[src/sv/bpp_stage.sv]
`timescale 1ns / 1ps
// One pipeline register with valid/ready flow control for the pusher datapath.
// Depends on nothing.
module bpp_stage #(
    parameter int W = 32
) (
    input  logic         clk,
    input  logic         rst_n,
    input  logic         in_valid,
    output logic         in_ready,
    input  logic [W-1:0] in_data,
    output logic         out_valid,
    input  logic         out_ready,
    output logic [W-1:0] out_data
);

    logic         v_reg;
    logic [W-1:0] d_reg;

    assign in_ready  = !v_reg || out_ready;
    assign out_valid = v_reg;
    assign out_data  = d_reg;

    always_ff @(posedge clk or negedge rst_n)
    begin
        if (!rst_n)
        begin
            v_reg <= 1'b0;
        end
        else if (in_ready)
        begin
            v_reg <= in_valid;
        end
    end

    always_ff @(posedge clk)
    begin
        if (in_ready && in_valid)
        begin
            d_reg <= in_data;
        end
    end

endmodule

[config.mk]
export PLATFORM = sky130hd
export DESIGN_NAME = bpp_stage
export DESIGN_NICKNAME = d
export VERILOG_FILES = /design/src/sv/bpp_stage.sv
export SDC_FILE = /design/constraint.sdc
export NUM_CORES = 1
export LEC_CHECK = 0
export ABC_AREA = 1
export BUFFER_PORTS_ARGS = -buffer_cell sky130_fd_sc_hd__buf_2
export CAP_MARGIN = 5
export CORE_MARGIN = 4
export CORE_UTILIZATION = 26
export DETAILED_ROUTE_END_ITERATION = 7
export PLACE_DENSITY = 0.59
export SLEW_MARGIN = 10
export SYNTH_ARGS = -nofsm -noshare
export SYNTH_HDL_FRONTEND = slang
export SYNTH_SLANG_ARGS = --single-unit
[constraint.sdc]
create_clock -name clk -period 3.9 [get_ports clk]
set_input_delay 0.585 -clock clk [delete_from_list [all_inputs] [get_ports clk]]
set_output_delay 0.585 -clock clk [all_outputs]
set_load 0.02 [all_outputs]
### After elaboration in Yosys (flattened, before gate mapping)

Index checks and enable logic that the tools add are counted.

| storage, ports and cells | value |
|---|---|
| flip-flop bits (word level) | 33 |
| bits of input ports | 36 |
| output and inout bits | 34 |

| cells by class | value |
|---|---|
| reduce and logical (&&, ||, !) cells | 3 |

Operators by type and width:

| cell | count |
|---|---|
| logical AND 1 bit | 1 |
| zero test 1 bit | 1 |
| logical OR 1 bit | 1 |

### Longest topological paths before layout

| depth | value |
|---|---|
| word-level depth | 3 |
| gate-level depth with buffers | 3 |
| depth with buffers taken out | 3 |

### Worst setup path after synthesis

Ideal clock, no wire load.

| path | value |
|---|---|
| kind | input-to-reg |
| start point | input port in_valid |
| end point | register d_reg[0] (netlist: out_data[0]), enable pin |
| required time | 3.468 ns |
| data arrival time | 2.205 ns |
| setup slack | 1.263 ns |
| stages on the path | 2 |
| cells stage by stage | inv_1 a21oi_1 |

| between the ends | value |
|---|---|
| longest elaborated chain between the ends | 1 |

RTL lines:

| item | RTL line | source |
|---|---|---|
| start: declaration | 9 | `input logic in_valid,` |
| logical AND 1 bit | 38 | `if (in_ready && in_valid)` |
| end signal: assignment | 40 | `d_reg <= in_data;` |
| end: declaration | 18 | `logic [W-1:0] d_reg;` |

Every way passes these cells.
A chain may end at the register's enable or synchronous reset.

### Worst setup path after layout

| path | value |
|---|---|
| start point | input port out_ready |
| end point | register d_reg[0] (netlist: out_data[0]), enable pin |

| between the ends | value |
|---|---|
| longest elaborated chain between the ends | 2 |

RTL lines:

| item | RTL line | source |
|---|---|---|
| start: declaration | 13 | `input logic out_ready,` |
| logical OR 1 bit | 20 | `assign in_ready = !v_reg \|\| out_ready;` |
| logical AND 1 bit | 38 |  |

Every way passes these cells.

==> key figures <==
Synth
  • Most common library cells after synthesis: 32 x sky130_fd_sc_hd__edfxtp_1, 2 x sky130_fd_sc_hd__inv_1, 2 x sky130_fd_sc_hd__nand2_1
  • Mapped Nets: 74
  • Number of warnings reported in the yosys synthesis log: 0
  • Count of unique library cells instantiated by Yosys: 5
  • Syn_area_per_cell: 26.47 um^2
  • Sequential cell area fraction in the yosys report: between 90% and 100%
  • Share of the synthesized area in the top cell type: 95.52%
  • Number of enable flip-flop cells after synthesis: 32
  • Top cells by area in the synthesized netlist: sky130_fd_sc_hd__edfxtp_1 96%, sky130_fd_sc_hd__dfrtp_1 2.5%, sky130_fd_sc_hd__inv_1 0.75%
  • Top cell type by total area after synthesis: sky130_fd_sc_hd__edfxtp_1
  • Share of flip-flops with an asynchronous set or reset: approximately 3%
  • Cell area after synthesis: between 0.001 and 0.0015 mm^2
  • Most used flip-flop cell after synthesis: sky130_fd_sc_hd__edfxtp_1
  • Number of register bits inferred by synthesis: 33
  • Number of cells produced by synthesis: 38
  • Most repeated cell in the gate-level netlist after synthesis: sky130_fd_sc_hd__edfxtp_1

Timing
  • Max Fclk: about 620 MHz
  • Worst Max-Slew Pin Slew: 975.5 ps
  • Final setup violation count: 0
  • Final Hold Slack: ~74 ps
  • Final Max Tran Viols: 0
  • Max Clock Skew: approximately 6.3 ps
  • Unrepaired setup endpoints after global routing: false
  • Final number of hold-violating endpoints: 0
  • Fin crit share: approximately two fifths
  • Time the final worst path needs with I/O delays and setup: 1611 ps
  • Headroom to the max-slew limit: a little over a third
  • Final setup TNS: 0 ps

Clocking
  • Postcts setup bufs: 0
  • CTS tree: built
  • Number of buffers on the longest clock path: 2
  • Cells resized by post-CTS repair: 0
  • Master cell of the clock root buffer: sky130_fd_sc_hd__clkbuf_8
  • CTS sink count: 33
  • Worst skew pair latency: between 200 and 300 ps
  • Clock slew seen by the registers of the worst setup and hold paths: approximately 60 ps
  • Hold-fix buffers, CTS: 0
  • Number of buffers inserted during clock tree synthesis: 5
  • Total number of H-tree levels: 2

Critical path
  • Worst endpoint required time: 3790 ps
  • Arrival @ worst endpoint: 1500 ps
  • Buffers and inverters on the worst path: 2
  • CP cell instances: buf_2 -> inv_1 -> a21oi_4
  • FF-to-FF Start: out_valid
  • Setup slack of the worst register-to-register path: 2300 ps
  • Worst reg2reg endpoint: out_data[0]
  • Maximum single-stage delay on the critical path: roughly 770 ps
  • Depth of the worst register-to-register path: 1
  • Critical-path top delay cell: sky130_fd_sc_hd__a21oi_4
  • Startpoint Class: input pin
  • Top delay family on crit path: compound AO/OA/AOI/OAI gates
  • Type of destination of the critical path: register
  • Critical setup path kind: in -> reg
  • Largest driver fanout on the critical path: 32

Place
  • Number of buffers inserted by port buffering: between 60 and 70
  • Final RePlAce weighted congestion: just under 0.7

Floorplan
  • Cell Rows: 22
  • Width of the die: 70.20 um
  • Placeable core region: between 0.003 and 0.004 mm^2
  • Io pins: 70
  • Starting density of the core: a little over a quarter
  • Vertical die dimension: approximately 70 um
  • Full die area: around 0.005 mm^2

Routing
  • Routed WL: between 2000 and 2500 um
  • DR iter-0 viols: 29
  • Average via count per standard cell: between 3 and 4
  • Wire length per cell: between 10 and 15 um
  • Antenna violation net count after detailed routing: 0
  • Via count: 625
  • DR pass1 iterations: 3
  • Drc violations: 0

Pwr
  • Highest ir drop seen on vdd: 0.2453 mV
  • Leakage: roughly 0.65 nW
  • Power per Cell Area: between 400 and 500 mW/mm^2

GRT
  • Initial antenna violation count: 0
  • Vias in the first global route: approximately 710
  • Maximum number of pins on one net before global-route repair: 33
  • Wire length of the first global-routing pass: around 3400 um
  • GR Util All Layers: roughly a tenth
  • Total global routing overflow: 0

Final layout
  • # diodes: 0
  • Number of nets in the layout: 150
  • Layout-stage area growth over the synthesis result: 50.37%
  • Share of post-route cells with drive strength above 1: roughly 66%

Outcome
  • Outcome: finished, final reports clean

Job
  • Max-cap violation count: 0

Hold path
  • Type of the worst min-delay path: in -> async
## registers in the layout (all words and copies together), names as in the netlist
register,count
out_data,32
out_valid,1
## how the worst max path moves through the flow
stage | from | endpoint | depth (start not counted)
CTS | out_valid | out_data[13] | 1
floorplan | in_valid | out_data[0] | 2
detailed placement | out_ready | out_data[0] | 3
finish | out_ready | out_data[0] | 3
global placement | out_ready | out_data[31] | 3
global route | out_valid | out_data[14] | 1
## through the flow
step	setup WS [ps]	utilization (%)	instances	power, mW	area [um^2]
floorplan	1263	-	38	0.4594	1006
global placement	2014	38.57	155	0.4956	1423
detailed placement	1967	38.57	155	0.4978	1423
CTS	2260	41.01	163	0.7535	1513
global route	2178	41.01	163	0.7843	1513
finish	2289	41.01	163	0.7409	1513
## cells in the final DEF (no fill, tap or decap)
cell / instances
sky130_fd_sc_hd__dfrtp_1: 1
sky130_fd_sc_hd__edfxtp_1: 32
sky130_fd_sc_hd__a21oi_4: 1
sky130_fd_sc_hd__clkbuf_8: 6
sky130_fd_sc_hd__inv_1: 2
sky130_fd_sc_hd__clkbuf_1: 2
sky130_fd_sc_hd__nand2_1: 2
sky130_fd_sc_hd__buf_2: 69
## metal layers
metal / GRT usage [%] / routed length (um) / vias to the layer above
met5: 0 / 0 / -
met4: 4.468 / 11 / 0
met3: 5.612 / 269 / 2
met2: 14.69 / 1071 / 44
met1: 10.03 / 755 / 283
li1: - / - / 296
## report_power, final
| part | switching (mW) | internal (mW) |
|---|---|---|
| registers | 0.00445 | 0.413 |
| clock network | 0.109 | 0.144 |
| logic | 0.0455 | 0.0256 |
## cells by family (layout without fill, tap and decap cells)
family	count (synthesis)	count (layout)	share of synthesized area, %
simple gates	2	2	0.7465
compound gates	1	1	0.4970
flops	33	33	98.01
buf+inv	2	79	0.7465
## cell type report
class | count | area, um^2
fill | 354 | 2176
sequential | 33 | 985.9
timing repair buffer | 69 | 345.3
clock buffer | 8 | 90.09
tap | 48 | 60.06
multi-input combinational | 3 | 23.77
inverter | 2 | 7.507
No activity file was read; power rests on OpenSTA's default activity.
