File: src/sv/bpp_div.sv
`timescale 1ns / 1ps
// Pipelined restoring divider for unsigned operands whose quotient is known to
// fit QUO_W bits; STEPS quotient bits per stage, side payload carried along.
module bpp_div #(
    parameter int NUM_W  = 48,
    parameter int DEN_W  = 31,
    parameter int QUO_W  = 33,
    parameter int SIDE_W = 32,
    parameter int STEPS  = 4
) (
    input  logic              clk,
    input  logic              rst_n,
    input  logic              in_valid,
    output logic              in_ready,
    input  logic [NUM_W-1:0]  in_num,
    input  logic [DEN_W-1:0]  in_den,
    input  logic [SIDE_W-1:0] in_side,
    output logic              out_valid,
    input  logic              out_ready,
    output logic [QUO_W-1:0]  out_quo,
    output logic [SIDE_W-1:0] out_side
);

    localparam int NSTG = (QUO_W + STEPS - 1) / STEPS;

    logic [NSTG-1:0]   v_reg;
    logic [NSTG:0]     rdy;
    logic [DEN_W-1:0]  rem_reg  [NSTG];
    logic [QUO_W-1:0]  sh_reg   [NSTG];
    logic [DEN_W-1:0]  den_reg  [NSTG];
    logic [SIDE_W-1:0] side_reg [NSTG];
    logic              src_v    [NSTG];
    logic [DEN_W-1:0]  src_rem  [NSTG];
    logic [QUO_W-1:0]  src_sh   [NSTG];
    logic [DEN_W-1:0]  src_den  [NSTG];
    logic [SIDE_W-1:0] src_side [NSTG];
    logic [DEN_W-1:0]  rem_next [NSTG];
    logic [QUO_W-1:0]  sh_next  [NSTG];

    assign rdy[NSTG] = out_ready;
    assign in_ready  = rdy[0];
    assign out_valid = v_reg[NSTG-1];
    assign out_quo   = sh_reg[NSTG-1];
    assign out_side  = side_reg[NSTG-1];

    for (genvar k = 0; k < NSTG; k++)
    begin : g_stg
        if (k == 0)
        begin : g_first
            assign src_v[k]    = in_valid;
            assign src_rem[k]  = DEN_W'(in_num[NUM_W-1:QUO_W]);
            assign src_sh[k]   = in_num[QUO_W-1:0];
            assign src_den[k]  = in_den;
            assign src_side[k] = in_side;
        end
        else
        begin : g_next
            assign src_v[k]    = v_reg[k-1];
            assign src_rem[k]  = rem_reg[k-1];
            assign src_sh[k]   = sh_reg[k-1];
            assign src_den[k]  = den_reg[k-1];
            assign src_side[k] = side_reg[k-1];
        end

        assign rdy[k] = !v_reg[k] || rdy[k+1];

        always_comb
        begin
            logic [DEN_W:0]   acc;
            logic [DEN_W-1:0] rem;
            logic [QUO_W-1:0] sh;
            logic             qb;
            rem = src_rem[k];
            sh  = src_sh[k];
            for (int j = 0; j < STEPS; j++)
            begin
                if (k * STEPS + j < QUO_W)
                begin
                    acc = {rem, sh[QUO_W-1]};
                    if (acc >= {1'b0, src_den[k]})
                    begin
                        acc = acc - {1'b0, src_den[k]};
                        qb  = 1'b1;
                    end
                    else
                    begin
                        qb = 1'b0;
                    end
                    rem = acc[DEN_W-1:0];
                    sh  = {sh[QUO_W-2:0], qb};
                end
            end
            rem_next[k] = rem;
            sh_next[k]  = sh;
        end

        always_ff @(posedge clk or negedge rst_n)
        begin
            if (!rst_n)
            begin
                v_reg[k] <= 1'b0;
            end
            else if (rdy[k])
            begin
                v_reg[k] <= src_v[k];
            end
        end

        always_ff @(posedge clk)
        begin
            if (rdy[k] && src_v[k])
            begin
                rem_reg[k]  <= rem_next[k];
                sh_reg[k]   <= sh_next[k];
                den_reg[k]  <= src_den[k];
                side_reg[k] <= src_side[k];
            end
        end
    end

endmodule

File: config.mk
export PLATFORM = sky130hd
export DESIGN_NAME = bpp_div
export DESIGN_NICKNAME = d
export VERILOG_FILES = /design/src/sv/bpp_div.sv
export SDC_FILE = /design/constraint.sdc
export NUM_CORES = 2
export LEC_CHECK = 0
export BUFFER_PORTS_ARGS = -buffer_cell sky130_fd_sc_hd__buf_2
export CAP_MARGIN = 0
export CORE_MARGIN = 3
export CORE_UTILIZATION = 55
export DETAILED_ROUTE_END_ITERATION = 16
export PLACE_DENSITY = 0.74
export SYNTH_ARGS = -nofsm -noshare
export SYNTH_HDL_FRONTEND = slang
export SYNTH_SLANG_ARGS = --single-unit
File: constraint.sdc
create_clock -name clk -period 12.2 [get_ports clk]
set_clock_uncertainty 0.1 [all_clocks]
set_input_delay 1.22 -clock clk [delete_from_list [all_inputs] [get_ports clk]]
set_output_delay 1.22 -clock clk [all_outputs]
set_load 0.005 [all_outputs]
After elaboration in Yosys (flattened, before gate mapping):

Memory sizes are Yosys's and may differ from the RTL's.
Cells that the tools add are included.

* input port bits: 115
* logic and storage cells: 190
* memories kept: 4
* bits in registers: 9
* output and inout port bits: 67
* bits in latches: 0
* ROM bits: 0
* RAM bits: 1143

Memory list
* sh_reg: depth 9, bits a word 33, rd ports 9, clocked after Yosys merged registers in 0, write ports 9, RTL line 29 `logic [QUO_W-1:0] sh_reg [NSTG];`
* side_reg: depth 9, bits a word 32, rd ports 9, clocked after Yosys merged registers in 0, write ports 9, RTL line 31 `logic [SIDE_W-1:0] side_reg [NSTG];`
* den_reg: depth 9, bits a word 31, rd ports 8, clocked after Yosys merged registers in 0, write ports 9, RTL line 30 `logic [DEN_W-1:0] den_reg [NSTG];`
* rem_reg: depth 9, bits a word 31, rd ports 8, clocked after Yosys merged registers in 0, write ports 9, RTL line 28 `logic [DEN_W-1:0] rem_reg [NSTG];`

* bitwise operators: 0
* reduce and logical (&&, ||, !) cells: 27
* multiply operators: 0
* shifts and indexed selects: 0
* equality and inequality tests: 0
* order comparisons: 33
* multiplexer cells: 84
* add/sub/neg operators: 33
* divide/modulo/power cells: 0

Operators by type and width (number)
* greater-or-equal comparator 32 x 31 -> 1 bit: 32
* two-way mux 31 bit: 33
* subtractor 31 bit: 32
* two-way mux 1 bit: 51
* greater-or-equal comparator 16 x 31 -> 1 bit: 1
* subtractor 16 x 31 -> 31 bit: 1
* logical AND 1 bit: 9
* zero test 1 bit: 9
* logical OR 1 bit: 9

Depth between registers and ports, before layout:

* depth after elaboration: 13
* gate-level depth with buffers: 63
* gate-level depth less buffers: 56

Least setup slack after synthesis:

OpenSTA, ideal clock, no wires.

* kind: input to register
* start: input in_den[2]
* end: memory rem_reg[0][24], data pin
* setup slack: -307 ps
* buffers on the path: 5
* arrival time: 12147 ps
* stages: 55
* required time: 11840 ps
* setup time: 260 ps
* cell sequence: inv_1 > ha_1 > inv_1 > o21bai_1 > a21oi_1 > o21ai_0 > a31oi_1 > o21ai_0 > o21a_1 > o21a_1 > clkbuf_1 > mux2_2 > ha_1 > nor2b_1 > o21ai_0 > nand2b_1 > a221oi_1 > o221a_2 > [19 not listed] > buf_1 > nand2_1 > o21ai_0 > fa_1 > nor2b_1 > o21ai_0 > a21oi_1 > o21bai_1 > a21oi_1 > o211ai_1 > a21boi_0 > o21ai_0 > or3b_2 > a31oi_1 > o41ai_1 > o211ai_1 > buf_2 > mux2_2

RTL lines
* from (decl): RTL line 16 `input logic [DEN_W-1:0] in_den,`
* to (decl): RTL line 28

==> results.py <==
metrics = {
    "setup_path": {
        "critPathLaunch": "sh_reg[0][65]",
        "worstPathRequired_ns": 12.59,
        "endpoint_kind": "flop",
        "start_kind": "flop",
        "worstSetupPathType": "flop to flop",
        "r2r-start": "sh_reg[0][65]",
        "path_max_fanout": 12,
        "crit_arrival_ns": 12.68,
        "critical-path-max-stage-delay_ns": 0.44,
        "cpMaxStageDelayCell": "edfxtp_1",
    },
    "logic_synthesis": {
        "synth_edf_count": 1081,
        "synth_area_per_cell_sq_um": 9.69,
        "ys.flop_type": "edfxtp_1",
        "yosysUniqueCellTypes": 116,
        "synth_seq_area_share_pct": 35.0,
        "synthArstFlopShare_pct": 0.826,
        "synth_warnings": 0,
        "syn_inst": 9652,
        "synthesis.area_sq_um": 93500,
        "synth-seq-cells": 1090,
        "syn-num-nets": 10807,
    },
    "grt": {
        "grt_usage_pct": 35.8,
        "antenna_found_initial": 12,
        "grt-ovfl-total": 0,
        "grt_max_degree": 115,
        "grt_pass1_wl_um": 487000,
        "grt_pass1_vias": 84919,
    },
    "timing": {
        "final_max_slew_viol_count": 0,
        "holdWs_ns": 0.144,
        "hold_viol": 0,
        "fin_crit_ns": 12.29,
        "final.setup.worst_slack_ns": -0.0875,
        "period_share_pct": 101,
        "rsz0062_at_grt": "true",
        "slew_headroom_pct": 12.0,
        "fmax_mhz": 81.4,
        "tightest_slew_ns": 1.31,
        "setup_violations": 22,
    },
    "floorplanning": {
        "core_area_sq_um": 168000,
        "die_area_sq_um": 175000,
        "dieWidth_um": 418,
        "io_pins": 182,
        "dieHeight_um": 418,
        "start_util_pct": 55.7,
        "rows": 150,
    },
    "min_path": {
        "hold_class": "primary input to asynchronous set/reset pin",
    },
    "layout": {
        "fin_util_pct": 72.9,
        "layout_commonest_cell": "buf_4",
        "largest_reg_flops": 297,
        "fillers": 12204,
        "drive_above_1_share_pct": 31.7,
        "regArea_sq_um": 32700,
        "syn2layout_area_growth_pct": 31.0,
        "final_cell_mix": "buf_4 (2394), edfxtp_1 (1081), ha_1 (950)",
        "multi_input_comb_area_sq_um": 59900,
        "fin_nets": 13361,
    },
    "detailed_routing": {
        "drc": 0,
        "avgRoutedWirePerCell_um": 22.9,
        "totalWireLength_um": 333000,
        "firstDrtPassIters": 8,
        "drtIter0Drc": 8691,
        "vias": 88240,
        "via_per_inst": 6.08,
        "ant_nets": 0,
    },
    "job": {
        "max_cap_violations": 0,
    },
    "place": {
        "port_buffers": 181,
        "dp_hpwl_um": 259000,
        "place_congestion": 1.01,
    },
    "outcome": {
        "failed_checks": "setup timing",
        "status": "finished with violations",
    },
    "cts": {
        "numClockSinks": 1090,
        "clk_latency_ns": 0.83,
        "tritoncts": "yes",
        "clk_pin_slew_ns": 0.07,
        "htree_levels": 3,
        "clock_path_buffers": 3,
        "cts_root_buf": "clkbuf_16",
        "cts_buffers": 117,
    },
}
## logic make-up after synthesis
| group | after synthesis | share of synthesized area, % |
|---|---|---|
| AOI/OAI and AO/OA | 2940 | 20.2 |
| xor gates and xnor gates | 794 | 7.44 |
| adders and majority gates | 1040 | 14.2 |
| buffers and inverters | 885 | 4.00 |
| DFF | 1090 | 35.0 |
| muxes | 604 | 7.33 |
| and+or+nand+nor | 2299 | 11.9 |
## synthesized netlist by cell type, types with 21 or more instances
cell       number  share of area [%]
edfxtp_1     1081                 35
ha_1         1008                 13
a21oi_1       924                4.9
inv_1         625                2.5
nor2_1        607                2.4
nand2_1       599                2.4
o21ai_0       590                3.2
xnor2_1       540                5.1
a21o_1        412                3.3
mux2_2        410                4.9
xor2_1        254                2.4
nand3_1       166               0.89
nor3_1        159               0.85
nand2b_1      138               0.92
o21a_1        135                1.1
nand4_1       132               0.88
nor2b_1       131               0.88
o21bai_1      120               0.96
clkbuf_1       93               0.37
a31oi_1        89               0.60
mux2_1         79               0.95
mux2i_1        77               0.82
buf_4          76               0.61
and3_1         66               0.44
a211oi_1       64               0.51
or3_1          62               0.41
o211ai_1       56               0.45
and2_1         54               0.36
buf_2          53               0.28
or2_2          51               0.34
o31ai_1        43               0.35
o22ai_1        42               0.28
a22oi_1        40               0.32
a21boi_0       37               0.30
mux2_4         36               0.58
nor4_1         36               0.24
o31a_1         34               0.32
fa_1           32               0.69
o2111ai_1      25               0.23
a211o_1        24               0.22
o21ai_1        24               0.13
a2111oi_0      21               0.20
## worst max-delay path: cells and delay by family, from the launching register on
kind / cells / cell delay, ns
adders and majority gates: 5 / 1.25
DFF: 1 / 0.44
buffers and inverters: 12 / 1.54
muxes: 6 / 2.02
AOI/OAI and AO/OA: 27 / 5.44
and+or+nand+nor: 7 / 1.20
## stage by stage
stage | setup slack, ns | cell area [sq um] | setup TNS (ns) | std cells
3_3_place_gp | -0.724 | 114000 | -60.42 | 14103
4_1_cts | 0.00636 | 119000 | 0 | 14355
3_5_place_dp | -0.976 | 114000 | -97.09 | 14103
2_1_floorplan | 0.0132 | 93500 | 0 | 9652
5_1_grt | -0.433 | 122000 | -22.17 | 14507
6_report | -0.0875 | 122000 | -1.19 | 14510
## path summary, 6_finish.rpt
| path | cells past startpoint | endpoint | slack [ns] |
|---|---|---|---|
| min in group clk | 0 | sh_reg[0][250] | 0.27 |
| max reg2reg | 57 | rem_reg[0][67] | -0.09 |
| max in group asynchronous | 1 | src_v[5] | 11.64 |
| min reg2reg | 0 | sh_reg[0][250] | 0.27 |
| max | 57 | rem_reg[0][67] | -0.09 |
| min | 1 | src_v[1] | 0.14 |
## cell type report
| cell class | instances | share of cell area, % |
|---|---|---|
| inverter | 635 | 1.98 |
| timing repair inverter | 1 | 0.00409 |
| sequential | 1090 | 26.7 |
| multi-input combinational | 7678 | 48.9 |
| clock inverter | 87 | 0.780 |
| timing repair buffer | 2683 | 17.0 |
| antenna | 6 | 0.0123 |
| clock buffer | 126 | 2.42 |
| tap | 2204 | 2.25 |
## layer usage
layer / global-route usage (%) / up-vias / wire length [um]
met1: 48.9 / 42495 / 142000
met4: 14.8 / 10 / 15300
li1: - / 41214 / -
met3: 6.47 / 808 / 28300
met5: 0 / - / 75
met2: 56.1 / 3713 / 147000
## repair_timing
item / in CTS / in global routing
hold buffers: 0 / 0
pin swaps: 58 / 249
endpoints found under the hold margin: 0 / 0
setup buffers: 32 / 134
setup endpoints to repair: 192 / 256
gates cloned: 7 / 19
gates resized for setup: 143 / 590
Power is not shown: default switching activity piles up to over one toggle a cycle in this logic, so the estimate is an artifact.
