--- src/sv/bpp_isqrt.sv ---
`timescale 1ns / 1ps
// Pipelined floor integer square root, STEPS result bits per stage, with a
// side payload carried alongside. Depends on nothing.
module bpp_isqrt #(
    parameter int RAD_W  = 64,
    parameter int SIDE_W = 32,
    parameter int STEPS  = 4
) (
    input  logic                 clk,
    input  logic                 rst_n,
    input  logic                 in_valid,
    output logic                 in_ready,
    input  logic [RAD_W-1:0]     in_rad,
    input  logic [SIDE_W-1:0]    in_side,
    output logic                 out_valid,
    input  logic                 out_ready,
    output logic [RAD_W/2-1:0]   out_root,
    output logic [SIDE_W-1:0]    out_side
);

    localparam int ROOT_W = RAD_W / 2;
    localparam int REM_W  = ROOT_W + 4;
    localparam int NSTG   = (ROOT_W + STEPS - 1) / STEPS;

    logic [NSTG-1:0]   v_reg;
    logic [NSTG:0]     rdy;
    logic [REM_W-1:0]  rem_reg   [NSTG];
    logic [ROOT_W-1:0] root_reg  [NSTG];
    logic [RAD_W-1:0]  rad_reg   [NSTG];
    logic [SIDE_W-1:0] side_reg  [NSTG];
    logic              src_v     [NSTG];
    logic [REM_W-1:0]  src_rem   [NSTG];
    logic [ROOT_W-1:0] src_root  [NSTG];
    logic [RAD_W-1:0]  src_rad   [NSTG];
    logic [SIDE_W-1:0] src_side  [NSTG];
    logic [REM_W-1:0]  rem_next  [NSTG];
    logic [ROOT_W-1:0] root_next [NSTG];
    logic [RAD_W-1:0]  rad_next  [NSTG];

    assign rdy[NSTG]  = out_ready;
    assign in_ready   = rdy[0];
    assign out_valid  = v_reg[NSTG-1];
    assign out_root   = root_reg[NSTG-1];
    assign out_side   = side_reg[NSTG-1];

    for (genvar k = 0; k < NSTG; k++)
    begin : g_stg
        if (k == 0)
        begin : g_first
            assign src_v[k]    = in_valid;
            assign src_rem[k]  = '0;
            assign src_root[k] = '0;
            assign src_rad[k]  = in_rad;
            assign src_side[k] = in_side;
        end
        else
        begin : g_next
            assign src_v[k]    = v_reg[k-1];
            assign src_rem[k]  = rem_reg[k-1];
            assign src_root[k] = root_reg[k-1];
            assign src_rad[k]  = rad_reg[k-1];
            assign src_side[k] = side_reg[k-1];
        end

        assign rdy[k] = !v_reg[k] || rdy[k+1];

        always_comb
        begin
            logic [REM_W-1:0]  acc;
            logic [REM_W-1:0]  trl;
            logic [REM_W-1:0]  rem;
            logic [ROOT_W-1:0] root;
            logic [RAD_W-1:0]  rad;
            rem  = src_rem[k];
            root = src_root[k];
            rad  = src_rad[k];
            for (int j = 0; j < STEPS; j++)
            begin
                if (k * STEPS + j < ROOT_W)
                begin
                    acc = {rem[REM_W-3:0], rad[RAD_W-1 -: 2]};
                    trl = {2'b00, root, 2'b01};
                    if (acc >= trl)
                    begin
                        rem  = acc - trl;
                        root = {root[ROOT_W-2:0], 1'b1};
                    end
                    else
                    begin
                        rem  = acc;
                        root = {root[ROOT_W-2:0], 1'b0};
                    end
                    rad = rad << 2;
                end
            end
            rem_next[k]  = rem;
            root_next[k] = root;
            rad_next[k]  = rad;
        end

        always_ff @(posedge clk or negedge rst_n)
        begin
            if (!rst_n)
            begin
                v_reg[k] <= 1'b0;
            end
            else if (rdy[k])
            begin
                v_reg[k] <= src_v[k];
            end
        end

        always_ff @(posedge clk)
        begin
            if (rdy[k] && src_v[k])
            begin
                rem_reg[k]  <= rem_next[k];
                root_reg[k] <= root_next[k];
                rad_reg[k]  <= rad_next[k];
                side_reg[k] <= src_side[k];
            end
        end
    end

endmodule

--- config.mk ---
export PLATFORM = sky130hd
export DESIGN_NAME = bpp_isqrt
export DESIGN_NICKNAME = d
export VERILOG_FILES = /design/src/sv/bpp_isqrt.sv
export SDC_FILE = /design/constraint.sdc
export NUM_CORES = 2
export LEC_CHECK = 0
export BUFFER_PORTS_ARGS = -buffer_cell sky130_fd_sc_hd__buf_2
export CORE_ASPECT_RATIO = 0.75
export CORE_MARGIN = 2
export CORE_UTILIZATION = 50
export CTS_CLUSTER_DIAMETER = 80
export CTS_CLUSTER_SIZE = 10
export DETAILED_ROUTE_END_ITERATION = 8
export GPL_TIMING_DRIVEN = 0
export PLACE_DENSITY_LB_ADDON = 0.2
export SETUP_SLACK_MARGIN = 0.1
export SYNTH_ARGS = -nofsm -noshare
export SYNTH_HDL_FRONTEND = slang
export SYNTH_SLANG_ARGS = --single-unit
--- constraint.sdc ---
create_clock -name clk -period 12.1 [get_ports clk]
set_input_delay 1.21 -clock clk [delete_from_list [all_inputs] [get_ports clk]]
set_output_delay 1.21 -clock clk [all_outputs]
set_load 0.05 [all_outputs]
# Yosys cells after proc, flatten, opt, wreduce, memory -nomap -nowiden
# Memories as Yosys holds them, arrays and structs flattened.
# Cells that the tools add are included.
# op_classes
magnitude_cmp	32
addsub	32
reduce_logical	24
muxes	80
# op_table
operator	count
>= comparator 36 x 34 -> 1 bit	28
2-to-1 mux 34 bit	24
subtractor 34 bit	21
2-to-1 mux 36 bit	8
subtractor 36 x 34 -> 36 bit	7
2-to-1 mux 1 bit	48
>= comparator 36 x 3 -> 1 bit	1
>= comparator 36 x 4 -> 1 bit	1
>= comparator 36 x 5 -> 1 bit	1
subtractor 36 x 5 -> 36 bit	1
subtractor 34 x 3 -> 34 bit	1
subtractor 34 x 4 -> 34 bit	1
logical AND 1 bit	8
logical NOT 1 bit	8
logical OR 1 bit	8
subtractor 2 x 1 -> 3 bit, second input constant	1
>= comparator 2 x 1 -> 1 bit, second input constant	1
# totals
ramBits	1248
n_memories	4
regBits	8
output_inout_bits	66
input_bits	100
wordCells	180
# mem_list
name	words	word_bits	read_ports	rd_clocked_by_memory_dff	wr	line_no	rtl
rad_reg	8	56	7	0	8	29	logic [RAD_W-1:0] rad_reg [NSTG];
rem_reg	8	36	7	0	8	27	logic [REM_W-1:0] rem_reg [NSTG];
root_reg	8	32	8	0	8	28	logic [ROOT_W-1:0] root_reg [NSTG];
side_reg	8	32	8	0	8	30	logic [SIDE_W-1:0] side_reg [NSTG];

# Longest topological paths before layout
# logic_depth
depth_word	12
ltp_mapped	71
mapped_depth_nobuf	66

# Worst setup path after synthesis
# Ideal clock, no wire load.
# synth_timing
kind	register to register
start	memory rem_reg[5][23] (netlist name)
end	memory rem_reg[6][17] (netlist name) (data pin)
slack_ns	-0.455
t_required_ns	11.840
arrival_time_ns	12.295
n_path_buf	10
period_less_slack_ns	12.555
setup_ns	0.260
stages_incl_launch_ff	51
cell_sequence	edfxtp_1 ha_1 clkbuf_1 nand4bb_1 or4_1 o311ai_0 nand2b_1 or3_1 clkbuf_1 inv_2 clkbuf_1 buf_1 nand2_1 o21ai_0 ha_1 clkbuf_1 nand4_1 nor4_1 [15 not listed] a21oi_1 nand3_1 o31ai_1 nor4b_2 clkbuf_1 clkbuf_1 o21ai_0 ha_1 a21o_1 a21o_1 a21oi_1 o21ai_0 a221oi_1 a21bo_2 a41o_1 a211oi_2 buf_2 mux2_2
# synth_rtl
element	line_no
start: declaration	27

==> summary.txt <==
Power and ir drop
  – Power per cell area: 207.0 nW/um^2
  – Worst vdd ir: 133.9 uV
  – Pleak: 0.03438 uW

Logic synthesis
  – Synth area leader: edfxtp_1
  – Cells after synthesis: 8079
  – Post-synth cell types: 115
  – Seq/Total Area, Yosys: 35.83%
  – Yosys top cell area share: 35.55%
  – Asr flop ratio synth: 0.9195%
  – Top cells by area, synth: edfxtp_1 36%, ha_1 9.6%, xnor2_1 5.8%, a21oi_1 5.0%, nor2_1 3.7%
  – Seq cells post-synth: 870
  – Most used flip-flop cell after synthesis: edfxtp_1
  – Mean Syn Cell Area: 9.012 um^2
  – EDFF count, synth: 862
  – Warnings from Yosys: 0
  – Netlist Area Pre-Place: 72810 um^2

Clock tree
  – Worst-case clock buffer depth: 3
  – Hold_buf cts: 0
  – CTS Buf Count: 100
  – CTS clk-pin slew, worst paths: 0.06 ns
  – CTS Root Cell: clkbuf_16
  – Htree depth: 3
  – Clk sinks: 870
  – CTS tree: done
  – Worst skew pair latency: 0.76 ns

Floorplanning
  – Core ar.: 144900 um^2
  – Die Wd: 444.6 um
  – # rows: 121
  – Die ar.: 148700 um^2
  – Ports: 166
  – Die Ht: 334.5 um
  – Initial Util: 50.25%

Routing
  – DRC: 0
  – DR iter-0 viols: 7385
  – Total wire length: 250500 um
  – Drt first pass iters: 9
  – DR vias: 67357
  – Via density: 6.346
  – Antenna-violating nets left: 0
  – Wire length per cell: 23.60 um

Critical path
  – Critical path's slowest cell: or4_4
  – Crit path kind: reg -> reg
  – Arr. time, crit path: 12.37 ns
  – CP dominant cell by count: nand4_1
  – CP startpoint kind: flip-flop
  – Worst-path fanout max: 10
  – Largest stage delay, worst path: 0.57 ns
  – Worst path required time: 12.57 ns
  – Worst setup EP type: flip-flop

STA
  – Slew Limit Fails: 0
  – Relative slew slack: 11.01%
  – Clock Skews: 0.05622 ns
  – Final Cycle Share: 98.39%
  – Period minus WS final: 11.91 ns
  – Final WS setup: 0.1946 ns
  – Fin Setup TNS: 0 ns
  – Measured slew at the worst slew-check pin: 1.318 ns
  – Final Hold Vio Count: 0
  – Setup violators final: 0
  – Peak Freq: 84.00 MHz

Cells and area
  – Design area: 85630 um^2
  – Area grow syn2layout: 17.61%
  – Finished Layout Cells: 10614
  – Fin nets: 9313
  – Fraction of layout cells with a size suffix above 1: 17.02%
  – Fillers: 12729
  – Largest register FFs: 256

Global routing
  – Total gr overflow: 0
  – Met1 usage: 50.65%
  – Largest net degree at the start of global routing: 62
  – Met3 GRT Util: 5.908%
  – Most used routing layer: met1
  – Vias in the first global route: 60345
  – Initial antenna violation count: 10
  – Total GRT Usage: 32.08%
  – First-pass GRT wire length: 369900 um
  – GR Util met2: 44.24%

Place
  – Cell Area, Placed: 76600 um^2
  – Placed instance count: 10173
  – Worst slack at placement: -5.262 ns
  – IO buf count: 165
  – Placer Congestion: 1.015
  – Dpl hpwl: 194400 um

Run
  – Max Cap Viol: 0

Outcome
  – Status: complete, no violations

Worst hold path
  – Worst hold path class: in -> async
worst max-delay path: cells and delay by family (launching register included):
| kind | cells | cell delay, ns |
|---|---|---|
| simple gates | 23 | 5.39 |
| buf+inv | 9 | 1.51 |
| flops | 1 | 0.40 |
| fa+ha+maj | 4 | 1.35 |
| mux | 3 | 0.72 |
| xor+xnor | 1 | 0.06 |
| compound gates | 11 | 2.12 |
stage by stage:
stage	utilization, %	total power, uW	hold WS (ns)
floorplan	-	11240	0.4003
global placement	52.51	13710	0.4004
detailed placement	52.87	13760	0.4045
CTS	56.96	17030	0.2430
global route	59.09	18740	0.2597
finish	59.10	17720	0.2901
layout by cell type (no fill, tap or decap), drive strengths merged, types with 104 or more instances in the layout:
master / synthesis / final
edfxtp: 862 / 862
a21oi: 725 / 725
nor2: 722 / 723
nand2: 682 / 682
buf: 79 / 600
ha: 560 / 560
xnor2: 486 / 486
o21ai: 444 / 444
inv: 375 / 350
a21o: 301 / 301
xor2: 275 / 275
clkbuf: 183 / 263
nor3: 206 / 206
nand3: 182 / 182
nand4: 147 / 147
nand2b: 109 / 109
nor4: 104 / 104
layout make-up:
| type | instances | area [um^2] | area share, % |
|---|---|---|---|
| diodes | 11 | 27.53 | 0.03214 |
| plain buffers | 244 | 1851 | 2.161 |
| clock buffers | 133 | 2646 | 3.090 |
| clock inverters | 13 | 325.3 | 0.3799 |
| inverters | 381 | 1608 | 1.878 |
| multi-input cells | 6569 | 47060 | 54.96 |
| flip-flops and latches | 870 | 26090 | 30.46 |
| well taps | 1906 | 2385 | 2.785 |
| repair buffers | 487 | 3645 | 4.256 |
power breakdown:
part           total [uW]  internal [uW]  leakage [uW]  switching [uW]
Combinational       10200           3790        0.0248            6380
Sequential           4740           4260       0.00814             475
Clock                2810           1590       0.00141            1220
Total               17700           9650        0.0344            8070
timing repair:
item	4_1_cts	5_1_grt
cloned	0	4
gates resized for setup	539	518
buffers inserted	137	161
hold endpoints to repair	0	0
setup endpoints to repair	188	211
pin swaps	67	165
layer usage:
| metal | up-vias | part of all wire (%) | wire length [um] |
|---|---|---|---|
| met4 | 0 | 2.8 | 7086 |
| met2 | 3124 | 40 | 99410 |
| met5 | - | 0 | 0 |
| li1 | 31388 | - | - |
| met3 | 345 | 9.9 | 24930 |
| met1 | 32500 | 48 | 119100 |
cell usage after synthesis (36+ instances only):
| library cell | instances |
|---|---|
| mux2_2 | 71 |
| o31ai_1 | 57 |
| or2_2 | 56 |
| nor2_1 | 722 |
| o211ai_1 | 54 |
| and3_1 | 98 |
| o21a_1 | 87 |
| nor4_1 | 95 |
| nand2_1 | 682 |
| a211oi_1 | 69 |
| or3_1 | 88 |
| nand3_1 | 181 |
| a21o_1 | 301 |
| a21oi_1 | 724 |
| o21bai_1 | 98 |
| nand4_1 | 146 |
| clkbuf_1 | 183 |
| nor3b_1 | 39 |
| inv_1 | 365 |
| edfxtp_1 | 862 |
| o21ai_0 | 438 |
| ha_1 | 560 |
| xnor2_1 | 486 |
| nor3_1 | 204 |
| a31oi_1 | 95 |
| nor2b_1 | 98 |
| and4_1 | 45 |
| xor2_1 | 275 |
| and2_1 | 73 |
| nand2b_1 | 109 |
| or4_1 | 36 |
cell families after synthesis:
logic type	synth area share [%]
other	0.005150
AND/OR/NAND/NOR	19.38
adder cells (fa/ha/maj)	9.623
buffers and inverters	3.538
flip-flops	35.83
AO/OA/AOI/OAI	20.99
XOR/XNOR	9.154
multiplexers	1.486
path summary, 6_finish.rpt:
| check | cells past startpoint | slack (ns) | to | from |
|---|---|---|---|---|
| min in group clk | 0 | 0.38 | side_reg[1][49] | side_reg[1][17] |
| min reg2reg | 0 | 0.38 | side_reg[1][49] | side_reg[1][17] |
| max reg2reg | 51 | 0.19 | rem_reg[6][27] | root_reg[1][55] |
| max in group asynchronous | 1 | 11.63 | src_v[1] | rst_n |
| max | 51 | 0.19 | rem_reg[6][27] | root_reg[1][55] |
| min | 1 | 0.29 | src_v[6] | rst_n |
(Power assumes the default switching activity.)
